[config.mk]
export PLATFORM = sky130hd
export DESIGN_NAME = epoch_seconds_to_utc_date
export DESIGN_NICKNAME = d
export VERILOG_FILES = /design/src/hw/rtl/edt_pkg.sv /design/src/hw/rtl/edt_split.sv /design/src/hw/rtl/edt_tod.sv /design/src/hw/rtl/edt_date.sv /design/src/hw/rtl/epoch_seconds_to_utc_date.sv
export SDC_FILE = /design/constraint.sdc
export NUM_CORES = 2
export LEC_CHECK = 0
export CORE_MARGIN = 4
export CORE_UTILIZATION = 60
export DETAILED_ROUTE_END_ITERATION = 10
export DONT_BUFFER_PORTS = 1
export PLACE_DENSITY = 0.76
export SYNTH_ARGS = -nofsm -noshare
export SYNTH_HDL_FRONTEND = slang
export SYNTH_HIERARCHICAL = 1
export SYNTH_SLANG_ARGS = --single-unit
export TNS_END_PERCENT = 20
[constraint.sdc]
create_clock -name clk_i -period 7.9 [get_ports clk_i]
set_input_delay 0 -clock clk_i [delete_from_list [all_inputs] [get_ports clk_i]]
set_output_delay 0 -clock clk_i [all_outputs]
set_load 0.03 [all_outputs]
[src/hw/rtl/edt_pkg.sv]
package edt_pkg;

  // Pipeline depth, input register through output register.
  localparam int unsigned NumStages = 10;

  // Stage indices where the parallel time-of-day and date paths begin and end.
  localparam int unsigned FirstSplitStage = 3;
  localparam int unsigned LastStage = NumStages - 1;

  typedef logic [NumStages-1:0] stage_en_t;

  // Whole days since the epoch after saturation, 0..2932896.
  typedef logic [21:0] days_t;
  // Seconds within the day, 0..86399.
  typedef logic [16:0] sod_t;

endpackage

[src/hw/rtl/edt_split.sv]
module edt_split import edt_pkg::*; (
  input  logic        clk_i,
  input  stage_en_t   en_i,
  input  logic [63:0] epoch_seconds_i,
  output days_t       days_o,
  output sod_t        sod_o
);

  // 86400 = 128 * 675: drop seven bits, then divide by 675 by reciprocal.
  localparam int unsigned LowBits = 7;
  localparam int unsigned DayRecipShift = 41;
  localparam logic [31:0] DayRecip =
      32'(((64'd1 << DayRecipShift) + 64'd674) / 64'd675);
  // First second that lands past 9999-12-31.
  localparam logic [62:0] SatSeconds = 63'((64'd2932896 + 64'd1) * 64'd86400);
  localparam days_t LastDay = 22'd2932896;
  localparam sod_t  LastSec = 17'd86399;

  // stage 0: clamp and split
  logic        sat0_q;
  logic [30:0] hi0_q;
  logic [6:0]  lo0_q;
  logic        neg;
  logic        sat_d;

  assign neg   = epoch_seconds_i[63];
  assign sat_d = !neg && (epoch_seconds_i[62:0] >= SatSeconds);

  always_ff @(posedge clk_i) begin
    if (en_i[0]) begin
      sat0_q <= sat_d;
      hi0_q  <= neg ? 31'd0 : epoch_seconds_i[LowBits+30:LowBits];
      lo0_q  <= neg ? 7'd0 : epoch_seconds_i[LowBits-1:0];
    end
  end

  // stage 1: quotient by reciprocal (exact for 31-bit dividends)
  logic [62:0] day_prod;
  logic [21:0] q1_q;
  logic [30:0] hi1_q;
  logic [6:0]  lo1_q;
  logic        sat1_q;

  assign day_prod = 63'(hi0_q) * 63'(DayRecip);

  always_ff @(posedge clk_i) begin
    if (en_i[1]) begin
      q1_q   <= day_prod[DayRecipShift+21:DayRecipShift];
      hi1_q  <= hi0_q;
      lo1_q  <= lo0_q;
      sat1_q <= sat0_q;
    end
  end

  // stage 2: remainder, saturation
  logic [30:0] rem_full;
  days_t       days2_q;
  sod_t        sod2_q;

  assign rem_full = hi1_q - 31'(q1_q) * 31'd675;

  always_ff @(posedge clk_i) begin
    if (en_i[2]) begin
      days2_q <= sat1_q ? LastDay : q1_q;
      sod2_q  <= sat1_q ? LastSec : {rem_full[9:0], lo1_q};
    end
  end

  assign days_o = days2_q;
  assign sod_o  = sod2_q;

endmodule

[src/hw/rtl/edt_tod.sv]
module edt_tod import edt_pkg::*; (
  input  logic       clk_i,
  input  stage_en_t  en_i,
  input  sod_t       sod_i,
  output logic [5:0] second_o,
  output logic [5:0] minute_o,
  output logic [4:0] hour_o
);

  // Exact reciprocals for 17-bit dividends.
  localparam int unsigned HrShift = 29;
  localparam int unsigned MinShift = 23;
  localparam logic [17:0] HrRecip = 18'(((64'd1 << HrShift) + 64'd3599) / 64'd3600);
  localparam logic [17:0] MinRecip = 18'(((64'd1 << MinShift) + 64'd59) / 64'd60);
  localparam int unsigned DelayLen = LastStage - 1 - FirstSplitStage;

  // seconds of day wait here while the date path works
  sod_t sod_dly_q [DelayLen];

  always_ff @(posedge clk_i) begin
    if (en_i[FirstSplitStage]) begin
      sod_dly_q[0] <= sod_i;
    end
    for (int j = 1; j < DelayLen; j++) begin
      if (en_i[FirstSplitStage+j]) begin
        sod_dly_q[j] <= sod_dly_q[j-1];
      end
    end
  end

  // hours and total minutes
  logic [34:0] hr_prod;
  logic [34:0] min_prod;
  logic [4:0]  hr_q;
  logic [10:0] mt_q;
  sod_t        sod_q;

  assign hr_prod  = 35'(sod_dly_q[DelayLen-1]) * 35'(HrRecip);
  assign min_prod = 35'(sod_dly_q[DelayLen-1]) * 35'(MinRecip);

  always_ff @(posedge clk_i) begin
    if (en_i[LastStage-1]) begin
      hr_q  <= hr_prod[HrShift+4:HrShift];
      mt_q  <= min_prod[MinShift+10:MinShift];
      sod_q <= sod_dly_q[DelayLen-1];
    end
  end

  // remainders
  sod_t        sec_full;
  logic [10:0] min_full;
  logic [5:0]  second_q;
  logic [5:0]  minute_q;
  logic [4:0]  hour_q;

  assign sec_full = sod_q - 17'(mt_q) * 17'd60;
  assign min_full = mt_q - 11'(hr_q) * 11'd60;

  always_ff @(posedge clk_i) begin
    if (en_i[LastStage]) begin
      second_q <= sec_full[5:0];
      minute_q <= min_full[5:0];
      hour_q   <= hr_q;
    end
  end

  assign second_o = second_q;
  assign minute_o = minute_q;
  assign hour_o   = hour_q;

endmodule

[src/hw/rtl/edt_date.sv]
module edt_date import edt_pkg::*; (
  input  logic        clk_i,
  input  stage_en_t   en_i,
  input  days_t       days_i,
  output logic [4:0]  day_of_month_o,
  output logic [3:0]  month_o,
  output logic [13:0] year_o,
  output logic [2:0]  weekday_o
);

  localparam int unsigned S0 = FirstSplitStage;
  // days from March 1 of year 0, less the 59 days of Jan/Feb 1970
  localparam days_t MarchOffset = 22'd719468;

  localparam int unsigned WdShift = 25;
  localparam int unsigned YrShift = 49;
  localparam int unsigned CenShift = 17;
  localparam int unsigned MonShift = 21;
  localparam logic [22:0] WdRecip  = 23'(((64'd1 << WdShift) + 64'd6) / 64'd7);
  localparam logic [31:0] YrRecip  = 32'(((64'd1 << YrShift) + 64'd146096) / 64'd146097);
  localparam logic [12:0] CenRecip = 13'(((64'd1 << CenShift) + 64'd24) / 64'd25);
  localparam logic [12:0] MonRecip = 13'(((64'd1 << MonShift) + 64'd305) / 64'd306);

  // 367 * m / 12
  localparam logic [8:0] MonthBase [16] = '{
    9'd0,   9'd30,  9'd61,  9'd91,  9'd122, 9'd152, 9'd183, 9'd214,
    9'd244, 9'd275, 9'd305, 9'd336, 9'd367, 9'd397, 9'd428, 9'd458
  };

  // stage A: shift origin, scale for year estimate, weekday quotient
  days_t       days4;
  days_t       dm;
  logic [44:0] wd_prod;
  days_t       dm_a_q;
  logic [30:0] yn_a_q;
  days_t       w4_a_q;
  logic [19:0] wq_a_q;

  assign days4   = days_i + 22'd4;
  assign dm      = days_i + MarchOffset;
  assign wd_prod = 45'(days4) * 45'(WdRecip);

  always_ff @(posedge clk_i) begin
    if (en_i[S0]) begin
      dm_a_q <= dm;
      yn_a_q <= 31'((31'(dm) + 31'd2) * 31'd400);
      w4_a_q <= days4;
      wq_a_q <= wd_prod[WdShift+19:WdShift];
    end
  end

  // stage B: year estimate, weekday
  logic [62:0] yr_prod;
  days_t       wd_full;
  logic [13:0] y_b_q;
  days_t       dm_b_q;
  logic [2:0]  wd_b_q;

  assign yr_prod = 63'(yn_a_q) * 63'(YrRecip);
  assign wd_full = w4_a_q - 22'(wq_a_q) * 22'd7;

  always_ff @(posedge clk_i) begin
    if (en_i[S0+1]) begin
      y_b_q  <= yr_prod[YrShift+13:YrShift];
      dm_b_q <= dm_a_q;
      wd_b_q <= wd_full[2:0];
    end
  end

  // stage C: centuries
  logic [24:0] cen_prod;
  logic [6:0]  c_c_q;
  logic [13:0] y_c_q;
  days_t       dm_c_q;
  logic [2:0]  wd_c_q;

  assign cen_prod = 25'(y_b_q[13:2]) * 25'(CenRecip);

  always_ff @(posedge clk_i) begin
    if (en_i[S0+2]) begin
      c_c_q  <= cen_prod[CenShift+6:CenShift];
      y_c_q  <= y_b_q;
      dm_c_q <= dm_b_q;
      wd_c_q <= wd_b_q;
    end
  end

  // stage D: day of March-based year, leap flag
  days_t              ysum;
  logic signed [22:0] ydr_full;
  logic               leap;
  logic signed [10:0] ydr_d_q;
  logic               leap_d_q;
  logic [13:0]        y_d_q;
  logic [2:0]         wd_d_q;

  assign ysum = 22'(y_c_q) * 22'd365 + 22'(y_c_q[13:2]) - 22'(c_c_q) + 22'(c_c_q[6:2]);
  assign ydr_full = $signed({1'b0, dm_c_q}) - $signed({1'b0, ysum});
  assign leap = (y_c_q[1:0] == 2'b00) &&
                ((y_c_q != 14'(c_c_q) * 14'd100) || (c_c_q[1:0] == 2'b00));

  always_ff @(posedge clk_i) begin
    if (en_i[S0+3]) begin
      ydr_d_q  <= ydr_full[10:0];
      leap_d_q <= leap;
      y_d_q    <= y_c_q;
      wd_d_q   <= wd_c_q;
    end
  end

  // stage E: overshoot correction, month scale
  logic [10:0] ydr_fix;
  logic [8:0]  yday;
  logic [13:0] y_fix;
  logic [8:0]  yday_e_q;
  logic [11:0] mn_e_q;
  logic [13:0] y_e_q;
  logic [2:0]  wd_e_q;

  always_comb begin
    ydr_fix = 11'(ydr_d_q) + 11'd365 + 11'(leap_d_q);
    if (ydr_d_q[10]) begin
      yday  = ydr_fix[8:0];
      y_fix = y_d_q - 14'd1;
    end else begin
      yday  = ydr_d_q[8:0];
      y_fix = y_d_q;
    end
  end

  always_ff @(posedge clk_i) begin
    if (en_i[S0+4]) begin
      yday_e_q <= yday;
      mn_e_q   <= 12'((12'(yday) + 12'd31) * 12'd10);
      y_e_q    <= y_fix;
      wd_e_q   <= wd_d_q;
    end
  end

  // stage F: month index from March
  logic [24:0] mon_prod;
  logic [3:0]  mon_f_q;
  logic [8:0]  yday_f_q;
  logic [13:0] y_f_q;
  logic [2:0]  wd_f_q;

  assign mon_prod = 25'(mn_e_q) * 25'(MonRecip);

  always_ff @(posedge clk_i) begin
    if (en_i[S0+5]) begin
      mon_f_q  <= mon_prod[MonShift+3:MonShift];
      yday_f_q <= yday_e_q;
      y_f_q    <= y_e_q;
      wd_f_q   <= wd_e_q;
    end
  end

  // stage G: day of month, back to January-based year
  logic [9:0]  mday_full;
  logic        jan_feb;
  logic [4:0]  mday_q;
  logic [3:0]  mon_q;
  logic [13:0] year_q;
  logic [2:0]  wday_q;

  assign mday_full = 10'(yday_f_q) + 10'd31 - 10'(MonthBase[mon_f_q]);
  assign jan_feb   = yday_f_q >= 9'd306;

  always_ff @(posedge clk_i) begin
    if (en_i[S0+6]) begin
      mday_q <= mday_full[4:0];
      mon_q  <= jan_feb ? mon_f_q - 4'd10 : mon_f_q + 4'd2;
      year_q <= jan_feb ? y_f_q + 14'd1 : y_f_q;
      wday_q <= wd_f_q;
    end
  end

  assign day_of_month_o = mday_q;
  assign month_o        = mon_q;
  assign year_o         = year_q;
  assign weekday_o      = wday_q;

endmodule

[src/hw/rtl/epoch_seconds_to_utc_date.sv]
// Converts signed seconds since 1970-01-01 00:00:00 UTC to a broken-down
// Gregorian UTC date and time (second, minute, hour, day of month, month,
// year, weekday with Sunday = 0).
// Input channel: in_valid_i / in_stall_o carry epoch_seconds_i; a
// transaction completes on a clock edge with valid high and stall low.
// Output channel: out_valid_o / out_stall_i carry the seven date fields.
// Negative inputs come out as the epoch itself; anything past 9999-12-31
// comes out as 9999-12-31 23:59:59.
// Depth: 10 register stages, the first loading on the input edge.
// Throughput is one transaction per cycle while out_stall_i is low;
// the depth is set by the chain of reciprocal multiplies (day split,
// year estimate, century, month), one per stage.
// Stalling: each stage keeps its own valid bit and loads whenever it is
// empty or the stage after it moves, so bubbles close up behind a stalled
// result and the input keeps taking transactions until every stage holds
// one. in_stall_o rises only when the whole pipe is full and out_stall_i
// is high. A stalled result holds steady on the output.
// Reset empties the pipe (all valid bits clear); data registers are not
// reset.
module epoch_seconds_to_utc_date import edt_pkg::*; (
  input  logic        clk_i,
  input  logic        rst_ni,
  input  logic        in_valid_i,
  output logic        in_stall_o,
  input  logic [63:0] epoch_seconds_i,
  output logic        out_valid_o,
  input  logic        out_stall_i,
  output logic [5:0]  second_o,
  output logic [5:0]  minute_o,
  output logic [4:0]  hour_o,
  output logic [4:0]  day_of_month_o,
  output logic [3:0]  month_o,
  output logic [13:0] year_o,
  output logic [2:0]  weekday_o
);

  // Per-stage valid bits and load enables.
  stage_en_t vld_q;
  stage_en_t load;

  // A stage may load when it is empty or its content moves on this edge.
  always_comb begin
    load[LastStage] = !vld_q[LastStage] || !out_stall_i;
    for (int k = LastStage - 1; k >= 0; k--) begin
      load[k] = !vld_q[k] || load[k+1];
    end
  end

  always_ff @(posedge clk_i or negedge rst_ni) begin
    if (!rst_ni) begin
      vld_q <= '0;
    end else begin
      if (load[0]) begin
        vld_q[0] <= in_valid_i;
      end
      for (int k = 1; k < NumStages; k++) begin
        if (load[k]) begin
          vld_q[k] <= vld_q[k-1];
        end
      end
    end
  end

  assign in_stall_o  = !load[0];
  assign out_valid_o = vld_q[LastStage];

  // Front end: clamp, saturate, split into whole days and seconds of day.
  days_t days;
  sod_t  sod;

  edt_split u_split (
    .clk_i           (clk_i),
    .en_i            (load),
    .epoch_seconds_i (epoch_seconds_i),
    .days_o          (days),
    .sod_o           (sod)
  );

  // Time of day runs beside the date path and lands on the same stage.
  edt_tod u_tod (
    .clk_i    (clk_i),
    .en_i     (load),
    .sod_i    (sod),
    .second_o (second_o),
    .minute_o (minute_o),
    .hour_o   (hour_o)
  );

  // Calendar: weekday, year, month, day of month.
  edt_date u_date (
    .clk_i          (clk_i),
    .en_i           (load),
    .days_i         (days),
    .day_of_month_o (day_of_month_o),
    .month_o        (month_o),
    .year_o         (year_o),
    .weekday_o      (weekday_o)
  );

  // Input side stalls only with every stage occupied.
  a_stall_full: assert property (@(posedge clk_i) disable iff (!rst_ni)
    in_stall_o |-> (&vld_q))
    else $error("input stalled with a free pipeline stage");

  a_time_range: assert property (@(posedge clk_i) disable iff (!rst_ni)
    out_valid_o |-> (second_o < 6'd60) && (minute_o < 6'd60) && (hour_o < 5'd24))
    else $error("time of day out of range");

  a_date_range: assert property (@(posedge clk_i) disable iff (!rst_ni)
    out_valid_o |-> (month_o >= 4'd1) && (month_o <= 4'd12) &&
                    (day_of_month_o >= 5'd1) && (weekday_o < 3'd7) &&
                    (year_o >= 14'd1970) && (year_o <= 14'd9999))
    else $error("date field out of range");

  a_feb_days: assert property (@(posedge clk_i) disable iff (!rst_ni)
    (out_valid_o && (month_o == 4'd2)) |-> (day_of_month_o <= 5'd29))
    else $error("February day past 29");

endmodule
After elaboration in Yosys (flattened, before gate mapping)
Memories as Yosys holds them, arrays and structs flattened.
Cells that the tools add are included.
- bitwise logic cells: 1
- muxes and demuxes: 16
- order comparisons: 3
- reductions and logical operators: 28
- equality and inequality tests: 1
- multiply operators: 15
- add/subtract/negate cells: 20
- operator list (kind ; count):
    multiplier 17 x 18 -> 34 bit (second input constant) ; 2
    greater-or-equal comparator 63 x 38 -> 1 bit (second input constant) ; 1
    multiplier 31 x 32 -> 63 bit (second input constant) ; 1
    multiplier 27 x 30 -> 57 bit (second input constant) ; 1
    multiplier 22 x 23 -> 45 bit (second input constant) ; 1
    multiplier 31 x 5 -> 27 bit (second input constant) ; 1
    two-way mux 14 bit ; 2
    multiplier 12 x 13 -> 24 bit (second input constant) ; 1
    adder 22 x 2 -> 23 bit (second input constant) ; 1
    multiplier 11 x 12 -> 23 bit (second input constant) ; 1
    adder 22 x 20 -> 22 bit (second input constant) ; 1
    adder 22 x 3 -> 22 bit (second input constant) ; 1
    multiplier 22 x 10 -> 10 bit (second input constant) ; 1
    multiplier 20 x 3 -> 3 bit (second input constant) ; 1
    adder 14 x 1 -> 14 bit (second input constant) ; 1
    multiplier 14 x 9 -> 11 bit (second input constant) ; 1
    != test 14 bit ; 1
    subtractor 14 x 1 -> 14 bit (second input constant) ; 1
    logical NOT 1 bit ; 13
    multiplier 12 x 3 -> 11 bit (second input constant) ; 1
    multiplier 7 x 5 -> 12 bit (second input constant) ; 1
    subtractor 6 bit ; 2
    adder 11 bit ; 1
    adder 11 x 5 -> 11 bit ; 1
    other kinds (23) ; 45
- word-level logic and storage cells: 138
- ROM bits: 144
- memory bits (writable): 85
- memories: 2
- register bits: 413
- memories (name ; words ; bits a word ; rd ports ; clocked after memory_dff ; wr ports ; RTL line ; text):
    (no name shown) ; 16 ; 9 ; 1 ; 0 ; 0 ; edt_date.sv:166 ; assign mday_full = 10'(yday_f_q) + 10'd31 - 10'(MonthBase[mon_f_q]);
    u_tod.sod_dly_q ; 5 ; 17 ; 5 ; 0 ; 5 ; edt_tod.sv:18 ; sod_t sod_dly_q [DelayLen];

Logic depth before layout (Yosys ltp)
- depth after elaboration: 12
- gate-level depth with buffers: 28

By module
Netlist, hierarchy kept.
- modules (own cells, without submodules) (module ; seq. area each (um2) ; area an instance (um2) ; times used ; cells an instance):
    edt_date ; 6726.5 ; 36296.1 ; 1 ; 3329
    edt_split ; 3543.4 ; 19070.8 ; 1 ; 1738
    edt_tod ; 3573.4 ; 10730.3 ; 1 ; 881
    epoch_seconds_to_utc_date ; 250.2 ; 432.9 ; 1 ; 39

Worst setup path before layout
Ideal clock, no wire load.
- kind: reg-to-reg
- start point: register u_split.days2_q[11] (netlist: u_split/days_o[11])
- end point: register u_date.wq_a_q[2], data pin
- stages on the path, launching flop included: 26
- slack: 0.836 ns
- data arrival time: 6.795 ns
- clock period less this slack: 7.064 ns
- library setup time: 0.269 ns
- path through: edfxtp_1 > clkbuf_1 > inv_1 > or3_1 > or2_2 > nor2_1 > nand4_1 > xnor2_1 > ha_1 > ha_1 > inv_1 > fa_1 > fa_1 > inv_1 > fa_1 > fa_1 > fa_1 > ha_1 > a21o_1 > a21o_1 > a21o_1 > a21o_1 > a21o_1 > a211o_1 > a2111oi_0 > nor3_1
- cells in the longest elaborated chain, start to end: 2
- RTL lines (element ; RTL line ; text):
    start: declaration ; edt_split.sv:57 ; days_t days2_q;
    start signal: assignment ; edt_split.sv:64 ; days2_q <= sat1_q ? LastDay : q1_q;
    adder 22 x 3 -> 22 bit ; edt_date.sv:39 ; assign days4 = days_i + 22'd4;
    multiplier 22 x 23 -> 45 bit ; edt_date.sv:41 ; assign wd_prod = 45'(days4) * 45'(WdRecip);
    via u_date.wd_prod[27] ; edt_date.sv:33 ; logic [44:0] wd_prod;
    end signal: assignment ; edt_date.sv:48 ; wq_a_q <= wd_prod[WdShift+19:WdShift];
    end: declaration ; edt_date.sv:37 ; logic [19:0] wq_a_q;
The timed path passes the listed nets, and every way through them passes these cells.
A chain may end at the register's enable or synchronous reset.

Worst setup path in the final report
- start point: register u_split.hi0_q[22]
- end point: register u_split.q1_q[21], data pin
- cells in the longest elaborated chain, start to end: 1
- RTL lines (element ; RTL line ; text):
    start: declaration ; edt_split.sv:21 ; logic [30:0] hi0_q;
    start signal: assignment ; edt_split.sv:32 ; hi0_q <= neg ? 31'd0 : epoch_seconds_i[LowBits+30:LowBits];
    multiplier 31 x 32 -> 63 bit ; edt_split.sv:44 ; assign day_prod = 63'(hi0_q) * 63'(DayRecip);
    via u_split.day_prod[62] ; edt_split.sv:38 ; logic [62:0] day_prod;
    end signal: assignment ; edt_split.sv:48 ; q1_q <= day_prod[DayRecipShift+21:DayRecipShift];
    end: declaration ; edt_split.sv:39 ; logic [21:0] q1_q;
The timed path passes the listed nets, and every way through them passes these cells.

==> impl_metrics.yaml <==
status:
  run_status: "complete, no violations"
timing:
  min_period_ps: 7620
  rsz0062_at_grt: "no"
  fmax_mhz: 131
  setup_viol: 0
  tns_ps: 0
  worst_pin_slew_ps: 1200
  slew_violations: 0
  holdWs_ps: 113
  fin_crit_sh_pct: 96.4
  finalHoldViolCount: 0
  max-slew-margin-rel_pct: 19.9
  skew_ps: 19.7
routing:
  avgViaCountPerCell: 5.43
  num_vias: 41600
  final_antenna_net_count: 0
  drt_pass1_iterations: 5
  routed_wl_microns: 150000
  drc: 0
  post_drt_wl_per_cell_microns: 19.6
  drtIter0Drc: 2289
clock_tree:
  cts-root-buf: "clkbuf_16"
  clock_latency_ps: 620
  clk_path_buf_depth: 3
  htreeDepth: 2
  cts_buffers: 51
  clkTransAtPathRegs_ps: 70
  clock-sinks: 471
  cts_tree: "built"
global_route:
  antenna_found_initial: 1
  grt_pass1_vias: 45100
  grt_use_total_pct: 27.1
  grt_max_degree: 58
  grt_overflow: 0
  grt_pass1_wl_microns: 245000
yosys:
  synthTopCellsByCount: "inv_1 (1720), ha_1 (1427), fa_1 (935)"
  synth-edff-count: 461
  synthTopCellsByArea: "fa_1 (28%), ha_1 (27%), edfxtp_1 (21%)"
  yosys_warnings: 6
  ys_types: 99
  synthFlopType: "edfxtp_1"
  synth_fp_nets: 8417
  synth_top_area_share_pct: 28.1
  ys_seq_area_share_pct: 21.2
  synth.largest_area_cell: "fa_1"
  avgSynthCellArea_sq_um: 11.1
  synth-seq-cells: 471
  async_flop_share_pct: 2.12
  synth_area_sq_um: 66500
  synthCells: 5987
  yosysMostFrequentCell: "inv_1"
final_layout:
  drive_gt1_share_pct: 3.43
  synthToLayoutAreaGrowth_pct: 6.91
  nNetsFinal: 8572
  fin_cells: 7660
  antennaDiodeCount: 0
  utilization_pct: 65.0
  multi_input_area_sq_um: 45900
  regArea_sq_um: 14100
  nFillCells: 8445
floorplan:
  core_area_sq_um: 109000
  pin_count: 113
  fp.dieW_microns: 341
  dieHeight_microns: 341
  rows: 121
  dieArea_sq_um: 116000
  start_util_pct: 60.8
place:
  place_inst: 7480
  gp_congestion: 0.973
  hpwl_microns: 130000
  port-buffer-count: 0
job:
  max-cap-violations: 0
setup_path:
  cp-end-kind: "flip-flop"
  required_ps: 8350
  start_kind: "flip-flop"
  critical_path_arrival_ps: 8060
  path_class: "reg -> reg"
  critPathMaxFanout: 9
hold_path:
  min_path_type: "in -> reg"
state kept, by name, indices dropped and copies added (netlist names), 17 cells and up:
signal and flops:
u_tod/sod_dly_q 85, u_split/hi0_q 31, u_date/yn_a_q 26, u_split/days_o 22
u_split/q1_q 22, u_split/sod_o 17
placed cells by master, fill, tap and decap left out, types with 9 or more instances in the layout:
cell / instances
nand2b_1: 16
o21ai_0: 96
nand2_1: 100
or3_1: 10
nor4_1: 14
nor3_1: 53
o21a_1: 23
a21oi_1: 162
clkbuf_16: 51
nor2_1: 113
ha_1: 1427
inv_6: 9
or2_2: 26
nor2b_1: 63
a31oi_1: 15
xnor2_1: 204
dfrtp_1: 10
xor2_1: 77
and3_1: 22
dlygate4sd3_1: 81
o211ai_1: 17
buf_4: 47
fa_1: 935
a21o_1: 70
o21bai_1: 25
nand4_1: 40
edfxtp_1: 461
clkbuf_1: 9
o31ai_1: 16
inv_1: 1720
a211oi_1: 28
nand3_1: 51
through the flow:
stage | setup WS, ps | instance area, sq um
3_5_place_dp | 299 | 68600
4_1_cts | 294 | 71100
2_1_floorplan | 836 | 66500
6_report | 285 | 71100
3_3_place_gp | 414 | 68600
5_1_grt | 11.2 | 71100
final cells by class:
| cell class | count | area share [%] |
|---|---|---|
| sequential | 471 | 19.8 |
| tap | 1476 | 2.60 |
| inverter | 1721 | 9.08 |
| multi-input combinational | 3768 | 64.5 |
| clock buffer | 61 | 1.86 |
| timing repair buffer | 129 | 1.66 |
| clock inverter | 34 | 0.477 |
critical path, cell delays in order (launching register included):
cell and delay (ps):
edfxtp_1 730, fa_1 540, ha_1 410, fa_1 510
inv_1 60, fa_1 530, inv_1 70, fa_1 530
inv_1 60, fa_1 510, fa_1 540, inv_1 50
ha_1 300, ha_1 400, inv_1 90, or3_4 430
a2111oi_4 200, a21boi_2 330, nand3_1 220, and3_4 230
a211o_1 280, and3_1 170, a311oi_2 230
timing repair:
action / CTS / global route
setup buffers: 0 / 3
endpoints found under the hold margin: 56 / 0
setup endpoints to repair: 0 / 2
resized for setup: 0 / 1
hold buffers: 82 / 0
cells by family (layout without fill, tap and decap cells):
family,Yosys count,count (layout),share of synthesized area (%)
adders and majority gates,2362,2362,55.0
xor gates and xnor gates,282,282,3.71
and+or+nand+nor,568,568,4.52
muxes,6,6,0.0940
buffers and inverters,1748,1945,9.90
AOI/OAI and AO/OA,550,550,5.61
DFF,471,471,21.2
per-layer routing:
layer  GRT usage (%)  wire length (microns)  share of wire, %  up-vias
li1                -                      -                 -    19600
met3            6.46                  11200               7.4      222
met1            36.5                  63800                42    20700
met4            7.62                   4860               3.2        0
met2            44.2                  70500                47     1115
met5               0                      0                 0        -
final timing paths:
kind	startpoint	end	slack (ps)	cells after the start
worst max-delay path	u_split/hi0_q[22]	u_split/q1_q[21]	280	22
worst min-delay path	in_valid_i	vld_q[0]	110	3
worst max register to register	u_split/hi0_q[22]	u_split/q1_q[21]	280	22
worst min register to register	u_tod/sod_dly_q[0][57]	u_tod/sod_dly_q[0][74]	420	0
max in group asynchronous	rst_ni	vld_q[0]	7190	2
min in group asynchronous	rst_ni	vld_q[5]	360	2
Power is not shown: default switching activity piles up to over one toggle a cycle in this logic, so the estimate is an artifact.
